## src/iqs_pkg.sv

```systemverilog
// Package for the indexed queue store: request and response word types,
// request kinds, status codes and the sequencer state type.
// No dependencies.
package iqs_pkg;

  typedef enum logic [1:0] {
    REQ_PUSH   = 2'd0,
    REQ_READ   = 2'd1,
    REQ_REMOVE = 2'd2,
    REQ_NONE   = 2'd3
  } req_kind_t;

  typedef enum logic [1:0] {
    STS_OK      = 2'd0,
    STS_BAD_POS = 2'd1,
    STS_FULL    = 2'd2,
    STS_UNUSED  = 2'd3
  } status_t;

  typedef enum logic [1:0] {
    ST_IDLE,
    ST_LOOKUP,
    ST_SHIFT,
    ST_DONE
  } state_t;

  typedef struct packed {
    logic [1:0]  req_type;
    logic [31:0] payload;
    logic [3:0]  position;
  } req_t;

  typedef struct packed {
    logic [31:0] read_data;
    logic [1:0]  status;
    logic [4:0]  occupancy;
  } rsp_t;

endpackage

```

## src/indexed_queue_store_unit.sv

```systemverilog
// Indexed queue store: ordered queue with push, read at position and remove.
// Push and flagged requests raise out_valid via the DONE state after acceptance, a read
// via LOOKUP and DONE. Remove at position p goes via LOOKUP, then moves each entry after p
// down one place, one entry moving per cycle, then DONE. The next request is accepted in the
// same cycle as out_valid rises; a finished word waits while an earlier word is held by out_ready low.
// Synchronous active-low reset empties the queue; entry contents are left as they are.
module indexed_queue_store_unit #(
  parameter int DEPTH      = 16,
  parameter int DATA_WIDTH = 32
) (
  input  logic          clk,
  input  logic          rst_n,
  input  logic          in_valid,
  output logic          in_ready,
  input  iqs_pkg::req_t in_data,
  output logic          out_valid,
  input  logic          out_ready,
  output iqs_pkg::rsp_t out_data
);
  import iqs_pkg::*;

  localparam int AW = $clog2(DEPTH);

  logic                  mem_we;
  logic [AW-1:0]         mem_waddr;
  logic [DATA_WIDTH-1:0] mem_wdata;
  logic [AW-1:0]         mem_raddr;
  logic [DATA_WIDTH-1:0] mem_rdata;

  iqs_ctrl #(
    .DEPTH      (DEPTH),
    .DATA_WIDTH (DATA_WIDTH)
  ) u_ctrl (
    .clk       (clk),
    .rst_n     (rst_n),
    .in_valid  (in_valid),
    .in_ready  (in_ready),
    .in_data   (in_data),
    .out_valid (out_valid),
    .out_ready (out_ready),
    .out_data  (out_data),
    .mem_we    (mem_we),
    .mem_waddr (mem_waddr),
    .mem_wdata (mem_wdata),
    .mem_raddr (mem_raddr),
    .mem_rdata (mem_rdata)
  );

  iqs_mem #(
    .DEPTH      (DEPTH),
    .DATA_WIDTH (DATA_WIDTH)
  ) u_mem (
    .clk   (clk),
    .we    (mem_we),
    .waddr (mem_waddr),
    .wdata (mem_wdata),
    .raddr (mem_raddr),
    .rdata (mem_rdata)
  );

endmodule

```

## src/iqs_mem.sv

```systemverilog
// Entry store of the indexed queue: one write port and one read port,
// read data registered. Depends on nothing.
module iqs_mem #(
  parameter int DEPTH      = 16,
  parameter int DATA_WIDTH = 32
) (
  input  logic                     clk,
  input  logic                     we,
  input  logic [$clog2(DEPTH)-1:0] waddr,
  input  logic [DATA_WIDTH-1:0]    wdata,
  input  logic [$clog2(DEPTH)-1:0] raddr,
  output logic [DATA_WIDTH-1:0]    rdata
);

  logic [DATA_WIDTH-1:0] mem_r [DEPTH];
  logic [DATA_WIDTH-1:0] rdata_r;

  always_ff @(posedge clk) begin
    if (we) begin
      mem_r[waddr] <= wdata;
    end
    rdata_r <= mem_r[raddr];
  end

  assign rdata = rdata_r;

endmodule

```

## src/iqs_ctrl.sv

```systemverilog
// Sequencer of the indexed queue: fill count, request decode, the shift loop
// that closes the gap after a remove, and the result register.
// Depends on iqs_pkg; drives the ports of iqs_mem.
module iqs_ctrl #(
  parameter int DEPTH      = 16,
  parameter int DATA_WIDTH = 32
) (
  input  logic                     clk,
  input  logic                     rst_n,
  input  logic                     in_valid,
  output logic                     in_ready,
  input  iqs_pkg::req_t            in_data,
  output logic                     out_valid,
  input  logic                     out_ready,
  output iqs_pkg::rsp_t            out_data,
  output logic                     mem_we,
  output logic [$clog2(DEPTH)-1:0] mem_waddr,
  output logic [DATA_WIDTH-1:0]    mem_wdata,
  output logic [$clog2(DEPTH)-1:0] mem_raddr,
  input  logic [DATA_WIDTH-1:0]    mem_rdata
);
  import iqs_pkg::*;

  localparam int AW    = $clog2(DEPTH);
  localparam int CNT_W = $clog2(DEPTH + 1);
  localparam int XW    = CNT_W + 1;
  localparam int PW    = (CNT_W > 4) ? CNT_W : 4;

  state_t             state_r, state_nxt;
  logic [CNT_W-1:0]   cnt_r, cnt_nxt;
  logic [AW-1:0]      idx_r, idx_nxt;
  req_kind_t          kind_r, kind_nxt;
  logic [31:0]        data_r, data_nxt;
  status_t            status_r, status_nxt;
  logic               out_valid_r, out_valid_nxt;
  rsp_t               out_data_r, out_data_nxt;
  req_kind_t          in_kind;
  logic               accept;
  logic               pos_bad;
  logic               full;
  logic               more1;
  logic               more2;

  assign in_kind = req_kind_t'(in_data.req_type);
  assign accept  = in_valid && in_ready;
  assign pos_bad = PW'(in_data.position) >= PW'(cnt_r);
  assign full    = cnt_r == CNT_W'(DEPTH);
  assign more1   = (XW'(idx_r) + XW'(1)) < XW'(cnt_r);
  assign more2   = (XW'(idx_r) + XW'(2)) < XW'(cnt_r);

  always_comb begin
    state_nxt     = state_r;
    cnt_nxt       = cnt_r;
    idx_nxt       = idx_r;
    kind_nxt      = kind_r;
    data_nxt      = data_r;
    status_nxt    = status_r;
    out_valid_nxt = out_valid_r;
    out_data_nxt  = out_data_r;
    if (out_valid_r && out_ready) begin
      out_valid_nxt = 1'b0;
    end
    case (state_r)
      ST_IDLE: begin
        if (accept) begin
          kind_nxt   = in_kind;
          idx_nxt    = AW'(in_data.position);
          data_nxt   = '0;
          status_nxt = STS_OK;
          state_nxt  = ST_DONE;
          case (in_kind)
            REQ_PUSH: begin
              if (full) begin
                status_nxt = STS_FULL;
              end else begin
                cnt_nxt = cnt_r + CNT_W'(1);
              end
            end
            REQ_READ, REQ_REMOVE: begin
              if (pos_bad) begin
                status_nxt = STS_BAD_POS;
              end else begin
                state_nxt = ST_LOOKUP;
              end
            end
            default: begin
              status_nxt = STS_OK;
            end
          endcase
        end
      end
      ST_LOOKUP: begin
        data_nxt  = 32'(mem_rdata);
        state_nxt = ST_DONE;
        if (kind_r == REQ_REMOVE) begin
          if (more1) begin
            state_nxt = ST_SHIFT;
          end else begin
            cnt_nxt = cnt_r - CNT_W'(1);
          end
        end
      end
      ST_SHIFT: begin
        idx_nxt = idx_r + AW'(1);
        if (!more2) begin
          cnt_nxt   = cnt_r - CNT_W'(1);
          state_nxt = ST_DONE;
        end
      end
      ST_DONE: begin
        if (!out_valid_r || out_ready) begin
          out_valid_nxt          = 1'b1;
          out_data_nxt.read_data = data_r;
          out_data_nxt.status    = status_r;
          out_data_nxt.occupancy = 5'(cnt_r);
          state_nxt              = ST_IDLE;
        end
      end
      default: begin
        state_nxt = ST_IDLE;
      end
    endcase
  end

  always_comb begin
    in_ready  = state_r == ST_IDLE;
    mem_we    = 1'b0;
    mem_waddr = AW'(cnt_r);
    mem_wdata = DATA_WIDTH'(in_data.payload);
    mem_raddr = AW'(in_data.position);
    case (state_r)
      ST_IDLE: begin
        mem_we = accept && (in_kind == REQ_PUSH) && !full;
      end
      ST_LOOKUP: begin
        mem_raddr = idx_r + AW'(1);
      end
      ST_SHIFT: begin
        mem_we    = 1'b1;
        mem_waddr = idx_r;
        mem_wdata = mem_rdata;
        mem_raddr = idx_r + AW'(2);
      end
      default: begin
        mem_we = 1'b0;
      end
    endcase
  end

  always_ff @(posedge clk) begin
    if (!rst_n) begin
      state_r     <= ST_IDLE;
      cnt_r       <= '0;
      out_valid_r <= 1'b0;
    end else begin
      state_r     <= state_nxt;
      cnt_r       <= cnt_nxt;
      out_valid_r <= out_valid_nxt;
    end
    idx_r      <= idx_nxt;
    kind_r     <= kind_nxt;
    data_r     <= data_nxt;
    status_r   <= status_nxt;
    out_data_r <= out_data_nxt;
  end

  assign out_valid = out_valid_r;
  assign out_data  = out_data_r;

  a_cnt_bound: assert property (@(posedge clk) disable iff (!rst_n)
    XW'(cnt_r) <= XW'(DEPTH))
    else $error("fill count above depth");

  a_shift_remove: assert property (@(posedge clk) disable iff (!rst_n)
    state_r == ST_SHIFT |-> kind_r == REQ_REMOVE && more1)
    else $error("shift loop outside a remove");

  a_push_count: assert property (@(posedge clk) disable iff (!rst_n)
    accept && in_kind == REQ_PUSH && !full |=> cnt_r == $past(cnt_r) + CNT_W'(1))
    else $error("push did not grow the queue");

  a_write_state: assert property (@(posedge clk) disable iff (!rst_n)
    mem_we |-> state_r == ST_IDLE || state_r == ST_SHIFT)
    else $error("entry write in a state without one");

endmodule
```

## config.mk

```make
export PLATFORM = sky130hd
export DESIGN_NAME = indexed_queue_store_unit
export DESIGN_NICKNAME = d
export VERILOG_FILES = /design/src/iqs_pkg.sv /design/src/indexed_queue_store_unit.sv /design/src/iqs_mem.sv /design/src/iqs_ctrl.sv
export SDC_FILE = /design/constraint.sdc
export NUM_CORES = 1
export LEC_CHECK = 0
export BUFFER_PORTS_ARGS = -buffer_cell sky130_fd_sc_hd__buf_4
export CAP_MARGIN = 10
export CORE_MARGIN = 3
export CORE_UTILIZATION = 45
export DETAILED_ROUTE_END_ITERATION = 10
export PLACE_DENSITY_LB_ADDON = 0.12
export SYNTH_ARGS = -nofsm -noshare
export SYNTH_HDL_FRONTEND = slang
export SYNTH_HIERARCHICAL = 1
export SYNTH_SLANG_ARGS = --single-unit
```

## constraint.sdc

```tcl
create_clock -name clk -period 7.2 [get_ports clk]
set_input_delay 1.44 -clock clk [delete_from_list [all_inputs] [get_ports clk]]
set_output_delay 1.44 -clock clk [all_outputs]
set_load 0.02 [all_outputs]
```

======== Word level (Yosys, flattened, before mapping) ========
Memories as Yosys holds them, arrays and structs flattened. A register that Yosys moved wholly into a read port is not among the register bits.
Index checks and enable logic that the tools add are counted.
storage, ports and cells
  output and inout port bits .............. 41
  memory bits (writable) .................. 512
  memories ................................ 1
  flip-flop bits (word level) ............. 87
  word-level logic and storage cells ...... 84
cells by class
  mux-type cells .......................... 31
  equality and inequality tests ........... 14
  add/sub/neg operators ................... 6
  $lt $le $gt $ge ......................... 3
  reductions and logical operators ........ 19
memories
  memory       words  bits a word  read ports  clocked after memory_dff  wr ports  RTL line       RTL
  u_mem.mem_r  16     32           1           1                         1         iqs_mem.sv:15  logic [DATA_WIDTH-1:0] mem_r [DEPTH];
operators with widths
  cell                                                                   count
  32-bit two-way mux                                                     2
  32-bit case mux with 2 select lines                                    1
  5-bit two-way mux                                                      6
  4-bit case mux with 2 select lines                                     2
  5-bit case mux with 3 select lines                                     1
  2-bit two-way mux                                                      7
  6-bit by 5-bit less-than comparator with 1-bit output                  2
  2-bit inequality test, second input constant                           5
  2-bit equality test, second input constant                             4
  4-bit two-way mux                                                      2
  2-bit case mux with 4 select lines                                     1
  2-bit AND reduction                                                    4
  1-bit two-way mux                                                      7
  7-bit AND reduction                                                    1
  4-bit by 1-bit adder with 5-bit output, second input constant          1
  4-bit by 2-bit adder with 5-bit output, second input constant          1
  5-bit by 1-bit adder with 5-bit output, second input constant          1
  5-bit equality test, second input constant                             1
  4-bit by 5-bit greater-or-equal comparator with 1-bit output           1
  5-bit by 1-bit subtractor with 5-bit output, second input constant     1
  4-bit by 1-bit adder with 4-bit output, second input constant          1
  4-bit by 2-bit adder with 4-bit output, second input constant          1
  2-bit by 1-bit equality test with 1-bit output, second input constant  2
  1-bit logical AND                                                      4
  10 further kinds                                                       14

======== Depth between registers and ports, before layout ========
  depth after elaboration ................. 7
  gate-level depth with buffers ........... 11

======== By module ========
The synthesis kept the hierarchy.
modules (own cells, without submodules)
  module    seq. area each (µm²)  times used  cells each  area each (µm²)
  iqs_mem   16015.4               1           838         19835.3
  iqs_ctrl  2532.4                1           307         4170.2

======== Least setup slack after synthesis ========
Ideal clock, no wire load.
  path kind ............................... input-to-reg
  from .................................... in in_data[36] (netlist bit)
  to ...................................... mem u_mem.mem_r[0][0] (enable)
  setup slack ............................. 1.924 ns
  stages on the path ...................... 6
  arrival time ............................ 4.814 ns
  cells stage by stage .................... inv_1 > ha_1 > a21bo_1 > o21ai_0 > or3b_2 > nor3_1
between the ends
  word-level cells in the longest chain between the ends .. 6
RTL lines
  what                                     RTL line                        RTL
  start, declared                          indexed_queue_store_unit.sv:15  input iqs_pkg::req_t in_data,
  2-bit zero test                          iqs_ctrl.sv:133                 mem_we = accept && (in_kind == REQ_PUSH) && !full;
  1-bit logical AND (2 in a row)           iqs_ctrl.sv:133
  1-bit case mux with 2 select lines       iqs_ctrl.sv:131                 case (state_r)
  named net mem_we                         indexed_queue_store_unit.sv:24  logic mem_we;
  1-bit two-way mux                        iqs_mem.sv:19                   if (we) begin
  1-bit two-way mux (not written as such)  iqs_mem.sv:20                   mem_r[waddr] <= wdata;
  end, declared                            iqs_mem.sv:15
The timed path passes the listed nets, and every way through them passes these cells.

======== Worst setup path in the final report ========
  from .................................... reg u_ctrl.state_r[0]
  to ...................................... mem u_mem.mem_r[9][31] (enable)
between the ends
  word-level cells in the longest chain between the ends .. 7
  elaborated cells between the ends (all ways) .. 9
RTL lines
  what                                         RTL line                          RTL
  start, declared                              iqs_ctrl.sv:29                    state_t state_r, state_nxt;
  start signal, assigned                       iqs_ctrl.sv:156                   state_r <= state_nxt;
  2-bit zero test                              iqs_ctrl.sv:126, iqs_ctrl.sv:131
  1-bit logical AND                            iqs_ctrl.sv:45                    assign accept = in_valid && in_ready;
  1-bit logical AND (2 in a row)               iqs_ctrl.sv:133
  1-bit case mux with 2 select lines (*)       iqs_ctrl.sv:131
  named net mem_we                             indexed_queue_store_unit.sv:24
  1-bit two-way mux (*)                        iqs_mem.sv:19
  1-bit two-way mux (not written as such) (*)  iqs_mem.sv:20
The timed path passes the listed nets; every way through them passes the cells marked *.

==> key figures <==
Floorplanning
  • Chip height: 237 um
  • Die X: 237 um
  • Core box area: 52700 um^2
  • Rows: 84
  • IO Count: 83
  • Starting Density: 45.6%
  • Die Footprint: 56200 um^2

Timing
  • Worst Max-Slew Pin Slew: 1.15 ns
  • Pins Over Slew Limit: 0
  • Hold WS: 0.417 ns
  • RSZ-0062 raised after global routing: no
  • Setup tns final: 0 ns
  • Clock skew: 0.0171 ns
  • Fin crit share: 56.5%
  • Worst slew margin: 23.2%
  • # setup viols final: 0
  • Final hold violations: 0
  • FMAX: 246 MHz
  • Tmin final: 4.07 ns

Routing
  • WL per Instance: 24.9 um
  • Wire length on met3: 1.98 mm
  • DRT met1 WL: 22.1 mm
  • Routed vias: 11142
  • Drt pass-1 iters: 5
  • Initial DRC count: 815
  • Vias per cell: 5.57
  • # DRC: 0
  • Max layer used: met4
  • Met2 WL: 24.9 mm
  • Antenna-violating nets left: 0
  • Post-detailed-routing wire length: 49.9 mm

Finish
  • Final Core Density: 52.5%
  • Number of nets in the layout: 1330
  • Layout cells sized above 1: 29.0%
  • P&R area growth vs syn: 15.2%
  • Final Cell Area: 27600 um^2
  • ANT cells: 0
  • FILL cells: 4119

Global routing
  • GRT Util Overall: 18.2%
  • Pin count of the biggest net entering global routing: 129
  • First-pass GRT wire length: 76.3 mm
  • Initial antenna violation count: 0
  • GRT overflow: 0
  • Vias in the first global route: 11880

Critical path
  • Worst setup EP type: flip-flop
  • R2r startpoint: u_ctrl/state_r[0]
  • Worst Setup Start Kind: flip-flop
  • CP Data Required Time: 7.44 ns
  • Crit-path slowest cell: nor2_4
  • Crit-path cells: inv_1 > ha_2 > buf_4 > inv_1 > o21ai_0 > nand3b_1 > nor2_4 > buf_4
  • Critical path arrival: 4.30 ns
  • Worst Setup Path Type: reg -> reg
  • Critical path launch point: u_ctrl/state_r[0]
  • CP peak stage delay: 0.70 ns
  • Worst path bufs/invs: 4
  • Critical Path Fanout Max: 33
  • Top cell family by delay on the critical path: buffers and inverters

Clock tree
  • Post-CTS Setup Bufs: 0
  • Total CTS buffers: 68
  • Post-CTS sizing: 0
  • H-tree depth: 3
  • CTS tree: done
  • Clk_lat worst skew: 0.58 ns
  • Clock-pin slew on the worst setup and hold paths: 0.05 ns
  • Cts hold-fix bufs: 0
  • CTS max path bufs: 3
  • Clock sinks: 631
  • Clk root buf: clkbuf_16

Synth
  • Register area share after synthesis: 77.3%
  • Synth area leader: edfxtp_1
  • Synth async-reset ratio: 0%
  • Synth cell types: 44
  • Post-synth EDFFs: 591
  • Synth top area share: 73.9%
  • Syn Area/Cell: 21.0 um^2
  • Syn Nets: 1211
  • Mapped Cells: 1145
  • Largest cells by area after synthesis: edfxtp_1, mux4_2, dfxtp_1
  • Post-synthesis register bit count: 631
  • Ys Warns: 6
  • Synth Flop Type: edfxtp_1
  • Cell area after synthesis: 24000 um^2

Placed design
  • Post-DP HPWL: 27.5 mm
  • GPL Wtd Cong: 0.746
  • Buffers on Ports: 82
  • Area post-placement: 25600 um^2

Worst hold path
  • Worst hold start: u_ctrl/data_r[25]
  • Worst hold path class: reg -> reg

Run
  • MaxCap Viol Count: 0

Power and ir drop
  • VDD IR-drop max: 0.409 mV
  • LEAKAGE: 9.07 nW
  • Pwr Density: 450 nW/um^2
  • Total power: 12.4 mW

Run status
  • Status: finished clean
[power breakdown]
group          switching [mW]  internal, mW  total [mW]  leakage (nW)
registers               0.148          4.81        4.95          5.70
clock network            1.30          1.89        3.20         0.999
logic                    2.48          1.80        4.28          2.36
total                    3.93          8.50        12.4          9.07
[flip-flops by register name (all words and copies together), names as in the netlist]
register          count
u_ctrl/idx_r          4
u_mem/rdata          32
u_ctrl/cnt_r          5
u_ctrl/status_r       2
u_ctrl/data_r        32
u_ctrl/out_valid      1
u_ctrl/out_data      39
u_ctrl/kind_r         2
u_ctrl/state_r        2
u_mem/mem_r         512
[layer usage]
metal / up-vias / track usage (%)
met5: - / 0
met4: 0 / 5.08
met2: 234 / 30.0
met1: 5906 / 25.7
li1: 4929 / -
met3: 73 / 2.77
[worst paths after layout]
check / to / slack (ns) / depth (start not counted)
worst max-delay path: u_mem/mem_r[9][31] / 3.13 / 8
worst max register to register: u_mem/mem_r[9][31] / 3.13 / 8
worst min-delay path: u_ctrl/out_data[32] / 0.42 / 0
worst min register to register: u_ctrl/out_data[32] / 0.42 / 0
[cells by family after synthesis]
logic type | count (synthesis) | share of synthesized area [%]
AO/OA/AOI/OAI | 104 | 3.11
XOR/XNOR | 6 | 0.219
buffers and inverters | 69 | 1.28
AND/OR/NAND/NOR | 142 | 2.96
multiplexers | 169 | 13.9
adder cells (fa/ha/maj) | 24 | 1.28
flip-flops | 631 | 77.3
[worst reg2reg max path, stage by stage (launching register included)]
cell and delay (ns):
dfxtp_1 0.35, inv_1 0.12, ha_2 0.55, buf_4 0.53, inv_1 0.23, o21ai_0 0.36
nand3b_1 0.45, nor2_4 0.70, buf_4 0.44
[Yosys cell counts, types with 2 or more instances]
cell type and number:
and3_1 3, dfxtp_1 40, a31oi_1 2, a22oi_1 67
inv_1 14, clkbuf_1 24, nand2_1 52, nand3b_1 2
a21oi_1 10, mux4_2 128, xnor2_1 2, nand2b_1 5
mux2i_1 7, a21o_1 5, xor2_1 4, and2_1 34
buf_4 9, o211ai_1 2, nand3_1 2, nor2b_1 6
buf_1 11, buf_2 11, a211oi_1 2, nor2_1 27
o31ai_1 2, nor3_1 4, o21ai_0 8, ha_1 23
mux2_2 34, edfxtp_1 591
[area by class of cell]
type | instances | area, um^2 | area share [%]
Tap cell | 688 | 861 | 3.11
Clock inverter | 17 | 103 | 0.371
Timing Repair Buffer | 104 | 806 | 2.91
Clock buffer | 103 | 1950 | 7.04
Inverter | 14 | 52.6 | 0.190
Multi-Input combinational cell | 445 | 5330 | 19.3
Sequential cell | 631 | 18500 | 67.1
[through the flow]
step | instances | setup slack [ns]
2_1_floorplan | 1145 | 1.92
3_3_place_gp | 1882 | 2.63
3_5_place_dp | 1882 | 2.62
4_1_cts | 2002 | 3.05
5_1_grt | 2002 | 2.81
6_report | 2002 | 3.13
[cells in the final DEF (no fill, tap or decap), types with 21 or more instances in the layout]
| cell | synthesis | layout |
|---|---|---|
| nand2_1 | 52 | 52 |
| a22oi_1 | 67 | 67 |
| and2_1 | 34 | 33 |
| buf_4 | 9 | 102 |
| mux4_2 | 128 | 128 |
| dfxtp_1 | 40 | 40 |
| clkbuf_16 | 0 | 71 |
| clkbuf_1 | 24 | 27 |
| mux2_2 | 34 | 34 |
| edfxtp_1 | 591 | 591 |
| ha_1 | 23 | 21 |
No activity file was read; power rests on OpenSTA's default activity.
